===== src/fgl_pkg.sv =====
// shared types and constants for the fingerprint grid locator
package fgl_pkg;

    // command codes
    localparam logic CMD_STORE  = 1'b0;
    localparam logic CMD_LOCATE = 1'b1;

    localparam int FIELD_SAMPLE_BITS = 12;
    localparam int TOL_BITS          = 10;
    localparam logic [TOL_BITS-1:0] TOL_RESET = 10'd45;

    localparam int SCREEN_X_BASE = 212;
    localparam int SCREEN_Y_BASE = 240;
    localparam int SCREEN_STEP   = 24;
    localparam int OFFSET_BASE   = 40;
    localparam int OFFSET_STEP   = 10;

    typedef struct packed {
        logic                         command;
        logic [6:0]                   point_index;
        logic [FIELD_SAMPLE_BITS-1:0] sample_top;
        logic [FIELD_SAMPLE_BITS-1:0] sample_bottom;
        logic [FIELD_SAMPLE_BITS-1:0] sample_left;
        logic [FIELD_SAMPLE_BITS-1:0] sample_right;
    } in_item_t;

    typedef struct packed {
        logic              matched;
        logic              have_fix;
        logic [3:0]        grid_column;
        logic [3:0]        grid_row;
        logic [7:0]        screen_x;
        logic [7:0]        screen_y;
        logic signed [6:0] offset_x_cm;
        logic signed [6:0] offset_y_cm;
    } out_item_t;

    typedef enum logic [1:0] {
        ST_IDLE,
        ST_SCAN,
        ST_WAIT,
        ST_FINISH
    } state_t;

    // controller to datapath
    typedef struct packed {
        logic accept;
        logic issue;
        logic finish;
    } ctrl_cmd_t;

    // datapath to controller
    typedef struct packed {
        logic locate;
        logic scan_last;
        logic out_free;
    } dp_status_t;

endpackage


===== src/fgl_ctrl.sv =====
// controller state machine: accept, scan sequencing and result hand-off
module fgl_ctrl (
    input  logic                clk,
    input  logic                rst_n,
    input  logic                in_valid,
    output logic                in_stall,
    input  fgl_pkg::dp_status_t status,
    output fgl_pkg::ctrl_cmd_t  cmd
);
    import fgl_pkg::*;

    state_t state_reg;
    state_t state_next;

    always_ff @(posedge clk or negedge rst_n)
    begin
        if (!rst_n)
        begin
            state_reg <= ST_IDLE;
        end
        else
        begin
            state_reg <= state_next;
        end
    end

    always_comb
    begin
        state_next = state_reg;
        cmd        = '0;
        in_stall   = 1'b1;
        unique case (state_reg)
            ST_IDLE:
            begin
                in_stall = 1'b0;
                if (in_valid)
                begin
                    cmd.accept = 1'b1;
                    state_next = status.locate ? ST_SCAN : ST_FINISH;
                end
            end
            ST_SCAN:
            begin
                cmd.issue = 1'b1;
                if (status.scan_last)
                begin
                    state_next = ST_WAIT;
                end
            end
            // last read is compared here
            ST_WAIT:
            begin
                state_next = ST_FINISH;
            end
            ST_FINISH:
            begin
                if (status.out_free)
                begin
                    cmd.finish = 1'b1;
                    state_next = ST_IDLE;
                end
            end
            default:
            begin
                state_next = ST_IDLE;
            end
        endcase
    end

    a_scan_to_wait: assert property (@(posedge clk) disable iff (!rst_n)
        (cmd.issue && status.scan_last) |=> (state_reg == ST_WAIT))
        else $error("scan did not end after last address");

endmodule


===== config.mk =====
export PLATFORM = sky130hd
export DESIGN_NAME = fgl_ctrl
export DESIGN_NICKNAME = d
export VERILOG_FILES = /design/src/fgl_pkg.sv /design/src/fgl_ctrl.sv
export SDC_FILE = /design/constraint.sdc
export NUM_CORES = 1
export LEC_CHECK = 0
export BUFFER_PORTS_ARGS = -buffer_cell sky130_fd_sc_hd__buf_4
export CELL_PAD_IN_SITES_DETAIL_PLACEMENT = 0
export CELL_PAD_IN_SITES_GLOBAL_PLACEMENT = 1
export CORE_AREA = 8 8 45 47
export DETAILED_ROUTE_END_ITERATION = 16
export DIE_AREA = 0 0 53 55
export PLACE_DENSITY = 0.44
export SYNTH_ARGS = -nofsm -noshare
export SYNTH_HDL_FRONTEND = slang
export SYNTH_SLANG_ARGS = --single-unit
export TNS_END_PERCENT = 5

===== constraint.sdc =====
create_clock -name clk -period 1.4 [get_ports clk]
set_input_delay 0.28 -clock clk [delete_from_list [all_inputs] [get_ports clk]]
set_output_delay 0.28 -clock clk [all_outputs]
set_load 0.01 [all_outputs]

==> impl_metrics.toml <==
[run_status]
status = "finished clean"

[floorplanning]
rows = 14
initial_core_util = 0.140
core_um2 = 1380
io_pins = 10
fp.dieH_um = 55
die_x_um = 53
die_area_um2 = 2920

[critical_path]
end_kind = "output port"
rr_worst_depth = 5
start_kind = "flop"
cp_max_fo = 3
arrival_ns = 1.11
timing.rr.start = "state_reg[1]$_DFFE_PN0P_"
reg2reg_to = "state_reg[1]$_DFFE_PN0P_"
crit_required_ns = 1.12
r2r_slack_ns = 0.009
path_class = "flop to output port"

[placement]
dp_hpwl_um = 433
port_buffers = 9
dp.cells = 49
place_congestion = 0.654

[sta]
slew_viol_final = 0
setup_viol = 0
worst-slew-pin-transition_ns = 0.291
relSlewSlack = 0.806
finalSetupTns_ns = 0
period_minus_slack_ns = 1.39
clock_skew_ns = 0.00123
finalHoldViolCount = 0
grt_setup_unrepaired = "yes"
period_share = 0.993
max_freq_mhz = 719

[clocking]
clkLatencyLatePin_ns = 0.22
cts_buffers = 3
cts_root_buf = "clkbuf_4"
cts_tree = "built"
clk_pin_slew_ns = 0.03
cts.path.max_buffers = 2
clock-sinks = 2
htreeDepth = 1

[global_routing]
gr-total-overflow = 0
grt_first_pass_wirelength_um = 966
grt_max_degree = 4
antenna_found_initial = 0
track_usage = 0.0492
first_global_vias = 240

[finish]
final_nets = 51
diodes = 0
instances_no_fill = 54
drive_gt1_frac = 0.632
largest_reg_flops = 2
final_util = 0.266
syn_to_final_growth_pct = 89.7
nFillCells = 159
final_cell_mix = "buf_4, inv_1, inv_2, mux2i_1, clkbuf_4"
final_common_cell = "buf_4"

[job]
cap_violations = 0

[power]
vdd_ir_drop_max_mv = 0.720
power_leakage_nw = 0.201
p_per_area_nw_per_um2 = 2110

[synth]
ys.warnings.count = 0
synth_nets = 32
avgSynthCellArea_um2 = 9.24
netlist_instances = 21
yosysTopAreaCellShare = 0.323
synth_seq_cells = 2
synth_cell_types = 7
netlist_area_um2 = 194
yosysTopAreaCell = "ha_1"
synth_seq_area_share = 0.258
yosys-top-cells-area = "ha_1, dfrtp_1, mux2i_1"

[detailed_routing]
drt-wirelength-per-cell_um = 10.5
num_vias = 202
dr.pass1.iters = 5
drt_iter0_drc = 1
vias_per_cell = 3.74
ant_nets = 0
routed_wl_um = 568
drcViolationCount = 0

[worst_hold_path]
worstHoldPathType = "input port to async pin"
Yosys cell counts:
cell type	number
a222oi_1	1
mux2i_1	3
dfrtp_1	2
ha_1	5
nor2_1	2
and2_2	1
inv_1	7
per-layer routing:
metal	part of all wire	global-route usage
met5	0	0
met4	0	0.0647
met3	0.18	0.0267
met2	0.50	0.0762
met1	0.31	0.0395
cell type report:
type                    count  area (um^2)  share of cell area
clock buffers               3         22.5              0.0612
multi-input cells          12          138               0.374
inverters                   7         26.3              0.0714
well taps                  16         20.0              0.0544
flip-flops and latches      2         50.0               0.136
repair buffers             14          111               0.303
metrics by stage:
step	power (mW)	setup WS (ns)	hold WS [ns]	instance area [um^2]
6_report	0.776	0.00943	0.373	368
5_1_grt	0.877	-0.0732	0.367	368
4_1_cts	0.776	-0.0158	0.360	365
3_5_place_dp	0.564	-0.0427	0.0644	304
3_3_place_gp	0.568	-0.0771	0.0631	304
2_1_floorplan	0.355	0.00448	-0.0156	194
repair_timing:
action	CTS	global route
gates resized for setup	7	2
hold buffers	1	0
hold endpoints to repair	2	0
buffers inserted	1	0
pin swaps	3	2
endpoints found under the setup margin	4	4
worst max-delay path: stages, from the launching register on:
cell and delay (ns):
dfrtp_1 0.39, inv_2 0.11, ha_4 0.14, inv_2 0.04
nor2_2 0.08, buf_4 0.12
worst max path at each step:
stage,startpoint,endpoint
global route,state_reg[1]$_DFFE_PN0P_,cmd[2]
global placement,state_reg[1]$_DFFE_PN0P_,state_reg[0]$_DFFE_PN0P_
CTS,state_reg[1]$_DFFE_PN0P_,state_reg[1]$_DFFE_PN0P_
finish,state_reg[1]$_DFFE_PN0P_,cmd[2]
detailed placement,state_reg[1]$_DFFE_PN0P_,state_reg[1]$_DFFE_PN0P_
floorplan,state_reg[1]$_DFFE_PN0P_,state_reg[0]$_DFFE_PN0P_
power breakdown:
part,switching [mW],internal [mW],total (mW)
clock,0.0345,0.0947,0.129
sequential,0.0299,0.0919,0.122
combinational,0.234,0.291,0.525
kinds of logic after synthesis:
group	after synthesis	synth area share
AO/OA/AOI/OAI	1	0.0516
adder cells (fa/ha/maj)	5	0.323
buffers and inverters	7	0.136
flip-flops	2	0.258
multiplexers	3	0.155
AND/OR/NAND/NOR	3	0.0774
Note: power is estimated with default switching activity, not from simulation.
